$ cat src/sv/ssc_pkg.sv
package ssc_pkg;

    // Field widths
    localparam int COORD_BITS = 16;
    localparam int WIDE_BITS  = COORD_BITS + 2;
    localparam int FRAME_BITS = 13;
    localparam int PIX_BITS   = 12;
    localparam int COLOR_BITS = 32;
    localparam int CMD_BITS   = 2;
    localparam int CFG_BITS   = 1;

    // Frame size limits and reset values
    localparam logic [FRAME_BITS-1:0] FRAME_MAX   = 13'd4096;
    localparam logic [FRAME_BITS-1:0] WIDTH_RST   = 13'd640;
    localparam logic [FRAME_BITS-1:0] HEIGHT_RST  = 13'd480;

    // Command codes
    localparam logic [CMD_BITS-1:0] CMD_SPAN        = 2'd0;
    localparam logic [CMD_BITS-1:0] CMD_FLUSH       = 2'd1;
    localparam logic [CMD_BITS-1:0] CMD_DIRTY_BEGIN = 2'd2;
    localparam logic [CMD_BITS-1:0] CMD_DIRTY_END   = 2'd3;

    // Configuration register indexes
    localparam logic [CFG_BITS-1:0] CFG_FRAME_WIDTH  = 1'd0;
    localparam logic [CFG_BITS-1:0] CFG_FRAME_HEIGHT = 1'd1;

    typedef logic signed [COORD_BITS-1:0] coord_t;
    typedef logic [FRAME_BITS-1:0]        frame_t;
    typedef logic [PIX_BITS-1:0]          pix_t;
    typedef logic [COLOR_BITS-1:0]        color_t;
    typedef logic [CMD_BITS-1:0]          cmd_t;
    typedef logic [CFG_BITS-1:0]          cfg_idx_t;

    // Clipped view of the pending span
    typedef struct packed {
        logic keep;
        pix_t row;
        pix_t xs;
        pix_t xe;
    } clip_t;

endpackage

$ cat src/sv/ssc_if.sv
interface ssc_in_if;
    logic               valid;
    logic               ready;
    ssc_pkg::cmd_t      cmd;
    ssc_pkg::coord_t    span_row;
    ssc_pkg::coord_t    span_start;
    ssc_pkg::coord_t    span_end;
    ssc_pkg::color_t    span_color;

    modport source (output valid, cmd, span_row, span_start, span_end, span_color,
                    input ready);
    modport sink   (input valid, cmd, span_row, span_start, span_end, span_color,
                    output ready);
endinterface

interface ssc_out_if;
    logic               valid;
    logic               ready;
    logic               emit_valid;
    ssc_pkg::pix_t      emit_row;
    ssc_pkg::pix_t      emit_start;
    ssc_pkg::pix_t      emit_end;
    ssc_pkg::color_t    emit_color;
    logic               box_active;
    ssc_pkg::frame_t    box_left;
    ssc_pkg::frame_t    box_top;
    ssc_pkg::pix_t      box_right;
    ssc_pkg::pix_t      box_bottom;

    modport source (output valid, emit_valid, emit_row, emit_start, emit_end, emit_color,
                    box_active, box_left, box_top, box_right, box_bottom,
                    input ready);
    modport sink   (input valid, emit_valid, emit_row, emit_start, emit_end, emit_color,
                    box_active, box_left, box_top, box_right, box_bottom,
                    output ready);
endinterface

interface ssc_cfg_if;
    logic                valid;
    logic                ready;
    ssc_pkg::cfg_idx_t   index;
    ssc_pkg::frame_t     data;

    modport source (output valid, index, data, input ready);
    modport sink   (input valid, index, data, output ready);
endinterface

$ cat src/sv/ssc_clip.sv
module ssc_clip (
    input  ssc_pkg::coord_t pend_row,
    input  ssc_pkg::coord_t pend_start,
    input  ssc_pkg::coord_t pend_end,
    input  ssc_pkg::frame_t frame_w,
    input  ssc_pkg::frame_t frame_h,
    output ssc_pkg::clip_t  clip
);

    logic signed [ssc_pkg::WIDE_BITS-1:0] row_w;
    logic signed [ssc_pkg::WIDE_BITS-1:0] start_w;
    logic signed [ssc_pkg::WIDE_BITS-1:0] end_w;
    logic signed [ssc_pkg::WIDE_BITS-1:0] w_w;
    logic signed [ssc_pkg::WIDE_BITS-1:0] h_w;
    logic signed [ssc_pkg::WIDE_BITS-1:0] xs;
    logic signed [ssc_pkg::WIDE_BITS-1:0] xe;
    logic                                 row_ok;

    // sign-extend coordinates, zero-extend frame size
    assign row_w   = ssc_pkg::WIDE_BITS'(pend_row);
    assign start_w = ssc_pkg::WIDE_BITS'(pend_start);
    assign end_w   = ssc_pkg::WIDE_BITS'(pend_end);
    assign w_w     = $signed({{(ssc_pkg::WIDE_BITS-ssc_pkg::FRAME_BITS){1'b0}}, frame_w});
    assign h_w     = $signed({{(ssc_pkg::WIDE_BITS-ssc_pkg::FRAME_BITS){1'b0}}, frame_h});

    // clip row and columns to the frame
    assign row_ok = (row_w >= 0) && (row_w < h_w);
    assign xs     = (start_w < 0) ? '0 : start_w;
    assign xe     = (end_w >= w_w) ? (w_w - ssc_pkg::WIDE_BITS'(1)) : end_w;

    assign clip.keep = row_ok && (xs <= xe);
    assign clip.row  = row_w[ssc_pkg::PIX_BITS-1:0];
    assign clip.xs   = xs[ssc_pkg::PIX_BITS-1:0];
    assign clip.xe   = xe[ssc_pkg::PIX_BITS-1:0];

endmodule

$ cat src/sv/sorted_span_coalescer.sv
// Sorted span coalescer.
// span_in carries one command per beat: span, flush, dirty begin or dirty end.
// Spans arrive sorted by row, start and color; touching spans of the same row
// and color are merged into one pending span, which is emitted (clipped to the
// frame) when a non-mergeable span or a flush arrives.
// result_out returns exactly one beat per input beat: emit_valid with the
// clipped span (zeros when nothing is emitted) plus the dirty box after it.
// cfg writes frame_width (index 0) and frame_height (index 1); values above
// 4096 act as 4096. Write it only while the block is idle.
// Each accepted input beat's result beat appears in the cycle after it is accepted.
// Throughput: one beat per cycle while result_out is ready; the merge, clip and box
// update all sit in one combinational stage in front of the registers.
// When the receiver stalls, the held result waits in the result register and
// span_in.ready drops until it is taken; no beat is lost.
// Reset empties the pending span and the result register, turns tracking off,
// clears the box and sets the frame to 640 x 480.
module sorted_span_coalescer (
    input  logic     clk,
    input  logic     rst_n,
    ssc_in_if.sink   span_in,
    ssc_out_if.source result_out,
    ssc_cfg_if.sink  cfg
);

    // configuration
    ssc_pkg::frame_t frame_w_reg;
    ssc_pkg::frame_t frame_h_reg;
    ssc_pkg::frame_t cfg_val;

    // pending span and dirty box state
    logic            pend_valid_reg, pend_valid_next;
    ssc_pkg::coord_t pend_row_reg,   pend_row_next;
    ssc_pkg::coord_t pend_start_reg, pend_start_next;
    ssc_pkg::coord_t pend_end_reg,   pend_end_next;
    ssc_pkg::color_t pend_color_reg, pend_color_next;
    logic            track_reg,      track_next;
    ssc_pkg::frame_t min_x_reg,      min_x_next;
    ssc_pkg::frame_t min_y_reg,      min_y_next;
    ssc_pkg::pix_t   max_x_reg,      max_x_next;
    ssc_pkg::pix_t   max_y_reg,      max_y_next;

    // result register
    logic            res_valid_reg;
    logic            emit_valid_reg;
    ssc_pkg::pix_t   emit_row_reg;
    ssc_pkg::pix_t   emit_start_reg;
    ssc_pkg::pix_t   emit_end_reg;
    ssc_pkg::color_t emit_color_reg;

    ssc_pkg::clip_t  clip;
    logic            accept;
    logic            span_ok;
    logic            merge;
    logic            do_emit;
    logic            emit_keep;
    logic signed [ssc_pkg::COORD_BITS:0] pend_end_inc;

    // configuration write, clamped to the frame limit
    assign cfg.ready = 1'b1;
    assign cfg_val   = (cfg.data > ssc_pkg::FRAME_MAX) ? ssc_pkg::FRAME_MAX : cfg.data;

    always_ff @(posedge clk or negedge rst_n)
    begin
        if (!rst_n)
        begin
            frame_w_reg <= ssc_pkg::WIDTH_RST;
            frame_h_reg <= ssc_pkg::HEIGHT_RST;
        end
        else if (cfg.valid)
        begin
            unique case (cfg.index)
                ssc_pkg::CFG_FRAME_WIDTH:  frame_w_reg <= cfg_val;
                ssc_pkg::CFG_FRAME_HEIGHT: frame_h_reg <= cfg_val;
                default: ;
            endcase
        end
    end

    // clip the pending span against the frame
    ssc_clip u_clip (
        .pend_row   (pend_row_reg),
        .pend_start (pend_start_reg),
        .pend_end   (pend_end_reg),
        .frame_w    (frame_w_reg),
        .frame_h    (frame_h_reg),
        .clip       (clip)
    );

    // handshake: take a beat whenever the result slot is free or draining
    assign span_in.ready = !res_valid_reg || result_out.ready;
    assign accept        = span_in.valid && span_in.ready;

    // merge decision
    assign pend_end_inc = (ssc_pkg::COORD_BITS+1)'(pend_end_reg)
                          + (ssc_pkg::COORD_BITS+1)'(2'sd1);
    assign span_ok      = span_in.span_start <= span_in.span_end;
    assign merge        = pend_valid_reg
                          && (span_in.span_row == pend_row_reg)
                          && (span_in.span_color == pend_color_reg)
                          && ((ssc_pkg::COORD_BITS+1)'(span_in.span_start) <= pend_end_inc);
    assign do_emit      = pend_valid_reg
                          && (((span_in.cmd == ssc_pkg::CMD_SPAN) && span_ok && !merge)
                              || (span_in.cmd == ssc_pkg::CMD_FLUSH));
    assign emit_keep    = do_emit && clip.keep;

    // next state
    always_comb
    begin
        pend_valid_next = pend_valid_reg;
        pend_row_next   = pend_row_reg;
        pend_start_next = pend_start_reg;
        pend_end_next   = pend_end_reg;
        pend_color_next = pend_color_reg;
        track_next      = track_reg;
        min_x_next      = min_x_reg;
        min_y_next      = min_y_reg;
        max_x_next      = max_x_reg;
        max_y_next      = max_y_reg;

        // widen the box with a kept span
        if (emit_keep && track_reg)
        begin
            if ({1'b0, clip.xs} < min_x_reg)
                min_x_next = {1'b0, clip.xs};
            if ({1'b0, clip.row} < min_y_reg)
                min_y_next = {1'b0, clip.row};
            if (clip.xe > max_x_reg)
                max_x_next = clip.xe;
            if (clip.row > max_y_reg)
                max_y_next = clip.row;
        end

        unique case (span_in.cmd)
            ssc_pkg::CMD_SPAN:
            begin
                if (span_ok)
                begin
                    if (merge)
                    begin
                        if (span_in.span_end > pend_end_reg)
                            pend_end_next = span_in.span_end;
                    end
                    else
                    begin
                        pend_valid_next = 1'b1;
                        pend_row_next   = span_in.span_row;
                        pend_start_next = span_in.span_start;
                        pend_end_next   = span_in.span_end;
                        pend_color_next = span_in.span_color;
                    end
                end
            end
            ssc_pkg::CMD_FLUSH:
            begin
                pend_valid_next = 1'b0;
            end
            ssc_pkg::CMD_DIRTY_BEGIN:
            begin
                min_x_next = frame_w_reg;
                min_y_next = frame_h_reg;
                max_x_next = '0;
                max_y_next = '0;
                track_next = 1'b1;
            end
            ssc_pkg::CMD_DIRTY_END:
            begin
                track_next = 1'b0;
            end
        endcase
    end

    // state registers
    always_ff @(posedge clk or negedge rst_n)
    begin
        if (!rst_n)
        begin
            pend_valid_reg <= 1'b0;
            pend_row_reg   <= '0;
            pend_start_reg <= '0;
            pend_end_reg   <= '0;
            pend_color_reg <= '0;
            track_reg      <= 1'b0;
            min_x_reg      <= '0;
            min_y_reg      <= '0;
            max_x_reg      <= '0;
            max_y_reg      <= '0;
        end
        else if (accept)
        begin
            pend_valid_reg <= pend_valid_next;
            pend_row_reg   <= pend_row_next;
            pend_start_reg <= pend_start_next;
            pend_end_reg   <= pend_end_next;
            pend_color_reg <= pend_color_next;
            track_reg      <= track_next;
            min_x_reg      <= min_x_next;
            min_y_reg      <= min_y_next;
            max_x_reg      <= max_x_next;
            max_y_reg      <= max_y_next;
        end
    end

    // result valid flag
    always_ff @(posedge clk or negedge rst_n)
    begin
        if (!rst_n)
            res_valid_reg <= 1'b0;
        else if (accept)
            res_valid_reg <= 1'b1;
        else if (result_out.ready)
            res_valid_reg <= 1'b0;
    end

    // result payload; emit fields are zero when nothing is emitted
    always_ff @(posedge clk)
    begin
        if (accept)
        begin
            emit_valid_reg <= emit_keep;
            emit_row_reg   <= emit_keep ? clip.row       : '0;
            emit_start_reg <= emit_keep ? clip.xs        : '0;
            emit_end_reg   <= emit_keep ? clip.xe        : '0;
            emit_color_reg <= emit_keep ? pend_color_reg : '0;
        end
    end

    assign result_out.valid      = res_valid_reg;
    assign result_out.emit_valid = emit_valid_reg;
    assign result_out.emit_row   = emit_row_reg;
    assign result_out.emit_start = emit_start_reg;
    assign result_out.emit_end   = emit_end_reg;
    assign result_out.emit_color = emit_color_reg;
    assign result_out.box_active = track_reg;
    assign result_out.box_left   = min_x_reg;
    assign result_out.box_top    = min_y_reg;
    assign result_out.box_right  = max_x_reg;
    assign result_out.box_bottom = max_y_reg;

endmodule
$ cat src/flat_wrapper.sv
// flat-port wrapper written by rule: the top's interface ports become plain ports
module sorted_span_coalescer_flat 
  (clk, rst_n, span_in_valid, span_in_cmd, span_in_span_row, span_in_span_start, span_in_span_end, span_in_span_color, span_in_ready, result_out_valid, result_out_emit_valid, result_out_emit_row, result_out_emit_start, result_out_emit_end, result_out_emit_color, result_out_box_active, result_out_box_left, result_out_box_top, result_out_box_right, result_out_box_bottom, result_out_ready, cfg_valid, cfg_index, cfg_data, cfg_ready);
  ssc_in_if span_in_i ();
  ssc_out_if result_out_i ();
  ssc_cfg_if cfg_i ();
  input  logic clk;
  input  logic rst_n;
  input wire logic [$bits(span_in_i.valid)-1:0] span_in_valid;
  input wire logic [$bits(span_in_i.cmd)-1:0] span_in_cmd;
  input wire logic [$bits(span_in_i.span_row)-1:0] span_in_span_row;
  input wire logic [$bits(span_in_i.span_start)-1:0] span_in_span_start;
  input wire logic [$bits(span_in_i.span_end)-1:0] span_in_span_end;
  input wire logic [$bits(span_in_i.span_color)-1:0] span_in_span_color;
  output wire logic [$bits(span_in_i.ready)-1:0] span_in_ready;
  output wire logic [$bits(result_out_i.valid)-1:0] result_out_valid;
  output wire logic [$bits(result_out_i.emit_valid)-1:0] result_out_emit_valid;
  output wire logic [$bits(result_out_i.emit_row)-1:0] result_out_emit_row;
  output wire logic [$bits(result_out_i.emit_start)-1:0] result_out_emit_start;
  output wire logic [$bits(result_out_i.emit_end)-1:0] result_out_emit_end;
  output wire logic [$bits(result_out_i.emit_color)-1:0] result_out_emit_color;
  output wire logic [$bits(result_out_i.box_active)-1:0] result_out_box_active;
  output wire logic [$bits(result_out_i.box_left)-1:0] result_out_box_left;
  output wire logic [$bits(result_out_i.box_top)-1:0] result_out_box_top;
  output wire logic [$bits(result_out_i.box_right)-1:0] result_out_box_right;
  output wire logic [$bits(result_out_i.box_bottom)-1:0] result_out_box_bottom;
  input wire logic [$bits(result_out_i.ready)-1:0] result_out_ready;
  input wire logic [$bits(cfg_i.valid)-1:0] cfg_valid;
  input wire logic [$bits(cfg_i.index)-1:0] cfg_index;
  input wire logic [$bits(cfg_i.data)-1:0] cfg_data;
  output wire logic [$bits(cfg_i.ready)-1:0] cfg_ready;
  assign span_in_i.valid = span_in_valid;
  assign span_in_i.cmd = span_in_cmd;
  assign span_in_i.span_row = span_in_span_row;
  assign span_in_i.span_start = span_in_span_start;
  assign span_in_i.span_end = span_in_span_end;
  assign span_in_i.span_color = span_in_span_color;
  assign span_in_ready = span_in_i.ready;
  assign result_out_valid = result_out_i.valid;
  assign result_out_emit_valid = result_out_i.emit_valid;
  assign result_out_emit_row = result_out_i.emit_row;
  assign result_out_emit_start = result_out_i.emit_start;
  assign result_out_emit_end = result_out_i.emit_end;
  assign result_out_emit_color = result_out_i.emit_color;
  assign result_out_box_active = result_out_i.box_active;
  assign result_out_box_left = result_out_i.box_left;
  assign result_out_box_top = result_out_i.box_top;
  assign result_out_box_right = result_out_i.box_right;
  assign result_out_box_bottom = result_out_i.box_bottom;
  assign result_out_i.ready = result_out_ready;
  assign cfg_i.valid = cfg_valid;
  assign cfg_i.index = cfg_index;
  assign cfg_i.data = cfg_data;
  assign cfg_ready = cfg_i.ready;
  sorted_span_coalescer u_core (.clk(clk), .rst_n(rst_n), .span_in(span_in_i), .result_out(result_out_i), .cfg(cfg_i));
endmodule
$ cat config.mk
export PLATFORM = sky130hd
export DESIGN_NAME = sorted_span_coalescer_flat
export DESIGN_NICKNAME = d
export VERILOG_FILES = /design/src/sv/ssc_pkg.sv /design/src/sv/ssc_if.sv /design/src/sv/ssc_clip.sv /design/src/sv/sorted_span_coalescer.sv /design/src/flat_wrapper.sv
export SDC_FILE = /design/constraint.sdc
export NUM_CORES = 1
export LEC_CHECK = 0
export BUFFER_PORTS_ARGS = -buffer_cell sky130_fd_sc_hd__buf_2
export CAP_MARGIN = 15
export CORE_MARGIN = 4
export CORE_UTILIZATION = 58
export CTS_CLUSTER_SIZE = 30
export DETAILED_ROUTE_END_ITERATION = 8
export PLACE_DENSITY = 0.82
export SYNTH_ARGS = -nofsm -noshare
export SYNTH_HDL_FRONTEND = slang
export SYNTH_SLANG_ARGS = --single-unit
export TNS_END_PERCENT = 30
$ cat constraint.sdc
create_clock -name clk -period 7.1 [get_ports clk]
set_clock_uncertainty 0.15 [all_clocks]
set_input_delay 1.42 -clock clk [delete_from_list [all_inputs] [get_ports clk]]
set_output_delay 1.42 -clock clk [all_outputs]
set_load 0.05 [all_outputs]
# Word-level counts from Yosys, hierarchy flattened
# Index checks and enable logic that the tools add are counted.
# totals
out_inout_bits	123
reg_bits	228
wordCells	100
inputBits	101
# classes
n_bitwise	2
eq_ne	8
order_cmp	13
n_reduce_logical	34
n_addsub	2
mux	23
# op_table
op	n
2-to-1 mux 13 bit	7
2-to-1 mux 12 bit	6
2-to-1 mux 18 bit	2
== test 32 bit	1
2-to-1 mux 16 bit	2
< comparator 12 x 13 -> 1 bit	2
greater-than comparator 12 bit	2
less-or-equal comparator 18 bit	1
adder 16 x 2 -> 17 bit, second input constant	1
less-or-equal comparator 16 x 17 -> 1 bit	1
== test 16 bit	1
>= comparator 16 x 1 -> 1 bit, second input constant	1
>= comparator 16 x 14 -> 1 bit	1
greater-than comparator 16 bit	1
less-or-equal comparator 16 bit	1
< comparator 16 x 1 -> 1 bit, second input constant	1
< comparator 16 x 14 -> 1 bit	1
nonzero test 2 bit	8
subtractor 13 x 1 -> 14 bit, second input constant	1
greater-than comparator 13 bit, second input constant	1
AND reduction 3 bit	4
AND reduction 4 bit	3
logical AND 1 bit	11
AND reduction 2 bit	3
other kinds (10)	19

# Depth between registers and ports, before layout
# depth
word_depth	12
mapped_depth	24
ltp_nobuf	20

# Hierarchy
# From an unflattened synthesis, not the netlist that was laid out.
# unflattened
hier_cells	1264
area_unflattened_um2	13576.8
# modules_own_cells
module	area_per_inst_um2	n_inst	cells_each	seq_area_each_um2
sorted_span_coalescer	11917.7	1	1053	6058.3
ssc_clip	1659.1	1	211	0.0

# Worst setup path before layout
# OpenSTA, ideal clock, no wires.
# synth_path
path_type	reg2reg
startpoint	register u_core.frame_w_reg[9]
endpoint	register u_core.min_y_reg[10], in the netlist u_core.result_out.box_top[10]
path_stages_with_launch	21
path_buffers	3
setup_slack_ns	1.985
required_time_ns	6.827
setup_ns	0.123
t_arrival_ns	4.842
period_less_slack_ns	5.115
cell_sequence	dfstp_2 -> inv_1 -> ha_1 -> and4b_1 -> nand4_1 -> a2111oi_0 -> a31oi_1 -> o21ai_0 -> clkbuf_1 -> clkbuf_1 -> nand2_1 -> o21ai_0 -> ha_1 -> a21o_1 -> a221o_1 -> a2111oi_0 -> nor3_1 -> a2111oi_1 -> nand4b_1 -> buf_2 -> o221a_2
# synth_between
elab_chain_len	8
word_cells_on_any_way	9
cone_classes	1 x add/sub; 2 x order compare; 1 x mux; 5 x reduce/logical
# synth_rtl
element	line_no	source
from (decl)	sorted_span_coalescer.sv:26	ssc_pkg::frame_t frame_w_reg;
from (signal assigned)	sorted_span_coalescer.sv:66	frame_w_reg <= ssc_pkg::WIDTH_RST;
from (signal assigned)	sorted_span_coalescer.sv:72	ssc_pkg::CFG_FRAME_WIDTH: frame_w_reg <= cfg_val;
subtractor 13 x 1 -> 14 bit / >= comparator 16 x 14 -> 1 bit (equally long branches)	ssc_clip.sv:29	assign xe = (end_w >= w_w) ? (w_w - ssc_pkg::WIDE_BITS'(1)) : end_w;
2-to-1 mux 18 bit (*)	ssc_clip.sv:29	
less-or-equal comparator 18 bit (*)	ssc_clip.sv:31	assign clip.keep = row_ok && (xs <= xe);
logical AND 1 bit (*)	ssc_clip.sv:31	
logical AND 1 bit (*)	sorted_span_coalescer.sv:104	assign emit_keep = do_emit && clip.keep;
logical AND 1 bit (*)	sorted_span_coalescer.sv:121	if (emit_keep && track_reg)
nonzero test 2 bit (no source line) (*)	--	
AND reduction 3 bit (no source line) (*)	--	
to (signal assigned)	sorted_span_coalescer.sv:197	min_y_reg <= min_y_next;
to (decl)	sorted_span_coalescer.sv:38	ssc_pkg::frame_t min_y_reg, min_y_next;
# Every way passes the cells marked *; elsewhere a longest branch is shown, timed or not.
# A chain may end at the register's enable or synchronous reset.

# Worst setup path after layout
# layout_path
startpoint	register u_core.frame_w_reg[9]
endpoint	register u_core.min_x_reg[0], in the netlist u_core.result_out.box_left[0]
# layout_between
elab_chain_len	8
word_cells_on_any_way	9
cone_classes	1 x add/sub; 2 x order compare; 1 x mux; 5 x reduce/logical
# layout_rtl
element	line_no	source
subtractor 13 x 1 -> 14 bit / >= comparator 16 x 14 -> 1 bit (equally long branches)	ssc_clip.sv:29	
2-to-1 mux 18 bit (*)	ssc_clip.sv:29	
less-or-equal comparator 18 bit (*)	ssc_clip.sv:31	
logical AND 1 bit (*)	ssc_clip.sv:31	
logical AND 1 bit (*)	sorted_span_coalescer.sv:104	
logical AND 1 bit (*)	sorted_span_coalescer.sv:121	
nonzero test 2 bit (no source line) (*)	--	
AND reduction 3 bit (no source line) (*)	--	
to (signal assigned)	sorted_span_coalescer.sv:196	min_x_reg <= min_x_next;
to (decl)	sorted_span_coalescer.sv:37	ssc_pkg::frame_t min_x_reg, min_x_next;
# Marked as above.

==> metrics.cfg <==
[synth]
netlist_area_um2 = 13530
seq_area_frac_synth_pct = 44.79
syn-instance-count = 1284
synth_cell_type_count = 68
async_flop_share_pct = 69.74
synth.ff_latch_count = 228
yosys_most_used_dff = dfrtp_1
synth_area_leaders = dfrtp_1 (28%), edfxtp_1 (15%), ha_1 (13%), mux2_2 (5.1%), mux2i_1 (4.0%)
yosysTopAreaCellShare_pct = 28.31
syn_nets = 1522
yosys_warnings = 0
synth_edf_count = 69
yosys.area.top_type = dfrtp_1
syn_area_per_cell_um2 = 10.53

[clock_tree]
clk_pin_slew_ps = 60
cts-hold-fix-buffers = 0
h-tree-depth = 1
cts.sinks = 228
clkLatencyLatePin_ps = 540
root_buffer = clkbuf_16
cts_made_buffers = 26
cts_setup_buffers = 0
cts_max_path_buffers = 3
ctsResizeCount = 0
cts_tree = yes

[drt]
drc = 0
avgRoutedWirePerCell_um = 20.08
drt_iter0_drc = 700
viasPerCell = 5.770
vias = 10600
drtAntennaViolNets = 0
wl_mm = 36.89
dr.pass1.iters = 5

[grt]
use_met2_pct = 45.53
grt_max_degree = 105
grt_first_pass_wirelength_mm = 57.34
grt_antenna_before_repair = 3
grt.total_usage_pct = 27.75
met1_usage_pct = 38.06
gr-max-usage-layer = met2
grt_pass1_vias = 10700
grt_overflow_total = 0
grtUsageMet3_pct = 4.465

[power_and_ir_drop]
finalPower_mw = 5.159
power_density_nw_per_um2 = 327.3
p_leak_nw = 7.726
vdd_drop_max_mv = 0.1877

[placed_design]
gp_congestion = 0.9470
place_ws_ps = 1260
portBuffers = 222
dpl.hpwl_mm = 27.58

[timing]
period_share_pct = 82.47
finalSetupTns_ps = 0
tightest_slew_ps = 1111
relSlewSlack_pct = 25.63
drv_slew = 0
grt_setup_unrepaired = false
hold_viol_final = 0
clock.fmax_mhz = 170.8
hold_ws_ps = 348.7
layout_min_cycle_time_ps = 5855
fin_ws_ps = 1245
setup_violations = 0

[finish]
multi_input_area_um2 = 6756
nNetsFinal = 1739
seq_area_um2 = 6058
n_fill_cell = 1735
syn2layout_area_growth_pct = 16.54
drive_gt1_share_pct = 23.60
fin_util_pct = 69.20

[setup_path]
worstSetupPathType = register to register
end_kind = register
regToRegStartpoint = u_core.frame_w_reg[9]
required_ps = 7370
crit_end = u_core.result_out.box_left[0]
worstPathMaxFanout = 25
timing.rr.end = u_core.result_out.box_left[0]
cp-startpoint = u_core.frame_w_reg[9]
arrival_ps = 6120
start_kind = register
rrSetupSlack_ps = 1240
reg2reg_depth = 20

[floorplan]
core-area_um2 = 22780
die_h_um = 160.7
die_w_um = 160.7
pin_count = 224
rows = 55
start_util_pct = 59.38
die_area_um2 = 25830

[outcome]
status = finished clean

[worst_hold_path]
min_path_type = register to register

[flow_run]
drv_cap = 0

==> power by group <==
part | internal (mW) | switching (mW)
Combinational | 0.750 | 1.18
Clock | 0.792 | 0.538
Sequential | 1.60 | 0.298
==> area by class of cell <==
cell class                 count  area share (%)
sequential                   228           38.43
tap                          313           2.485
inverter                     134           3.191
timing repair buffer         232           7.565
clock inverter                11          0.7700
multi-input combinational    879           42.86
antenna                        3         0.04763
clock buffer                  37           4.644
==> Yosys cell counts, types with 34 or more instances <==
cell,number
dfrtp_1,153
ha_1,137
inv_1,134
nand2_1,98
o21ai_0,70
edfxtp_1,69
and2_1,68
mux2_2,61
mux2i_1,54
nor2_1,43
xnor2_1,38
a21oi_1,34
==> per-stage QoR <==
stage | instance area, um2 | instances
global placement | 14900 | 1786
floorplan | 13530 | 1284
CTS | 15760 | 1834
finish | 15760 | 1837
detailed placement | 14900 | 1786
global route | 15760 | 1837
==> worst min path at each step <==
stage,start,end,slack [ps],cells after the start
CTS,u_core.pend_start_reg[10],u_core.pend_start_reg[10],350,1
global placement,u_core.pend_start_reg[9],u_core.pend_start_reg[9],330,1
detailed placement,u_core.pend_start_reg[11],u_core.pend_start_reg[11],340,1
global route,u_core.pend_start_reg[10],u_core.pend_start_reg[10],360,1
floorplan,u_core.frame_h_reg[5],u_core.frame_h_reg[5],310,2
finish,u_core.pend_start_reg[11],u_core.pend_start_reg[11],350,1
==> critical path: stages, from the launching register on <==
cell and delay, ps:
dfstp_2 550, inv_1 70, ha_1 290, and4b_1 190
nand4_1 120, a2111oi_0 390, a31oi_1 70, o21ai_1 570
buf_4 280, nand2_1 50, o21ai_0 160, ha_1 320
a21o_1 160, a221o_1 310, a2111oi_0 580, o21a_1 170
o21ai_0 70, and4bb_2 380, buf_4 280, a21oi_4 190
mux2_2 350
==> cells in the final DEF (no fill, tap or decap), types with 6 or more instances in the layout <==
cell type and instances:
a21oi_1 34, nor3_1 20, xor2_1 24, clkbuf_16 26, xnor2_1 38, clkbuf_1 7
edfxtp_1 69, a21o_1 14, dfrtp_1 153, buf_2 221, nand4_1 29, buf_4 10
nand2_1 98, o221a_2 12, nand3_1 30, nor2_1 43, and2_1 68, mux2_2 61
ha_1 137, nor4_1 12, dfstp_2 6, nand2b_1 24, mux2i_1 54, o21ai_0 69
nor2b_1 25, inv_1 133
==> cells by family after synthesis <==
family	count (synthesis)	share of synthesized area [%]
and+or+nand+nor	374	14.65
DFF	228	44.79
AOI/OAI and AO/OA	185	9.057
buffers and inverters	177	5.291
adders and majority gates	137	12.67
muxes	120	9.491
xor gates and xnor gates	62	4.015
other	1	0.02773
==> metal layers <==
layer | up-vias | routed length (um)
li1 | 4961 | -
met5 | - | 0
met4 | 0 | 1146
met3 | 78 | 2631
met2 | 398 | 17500
met1 | 5162 | 15610
Power figures use the tool's default switching activity.
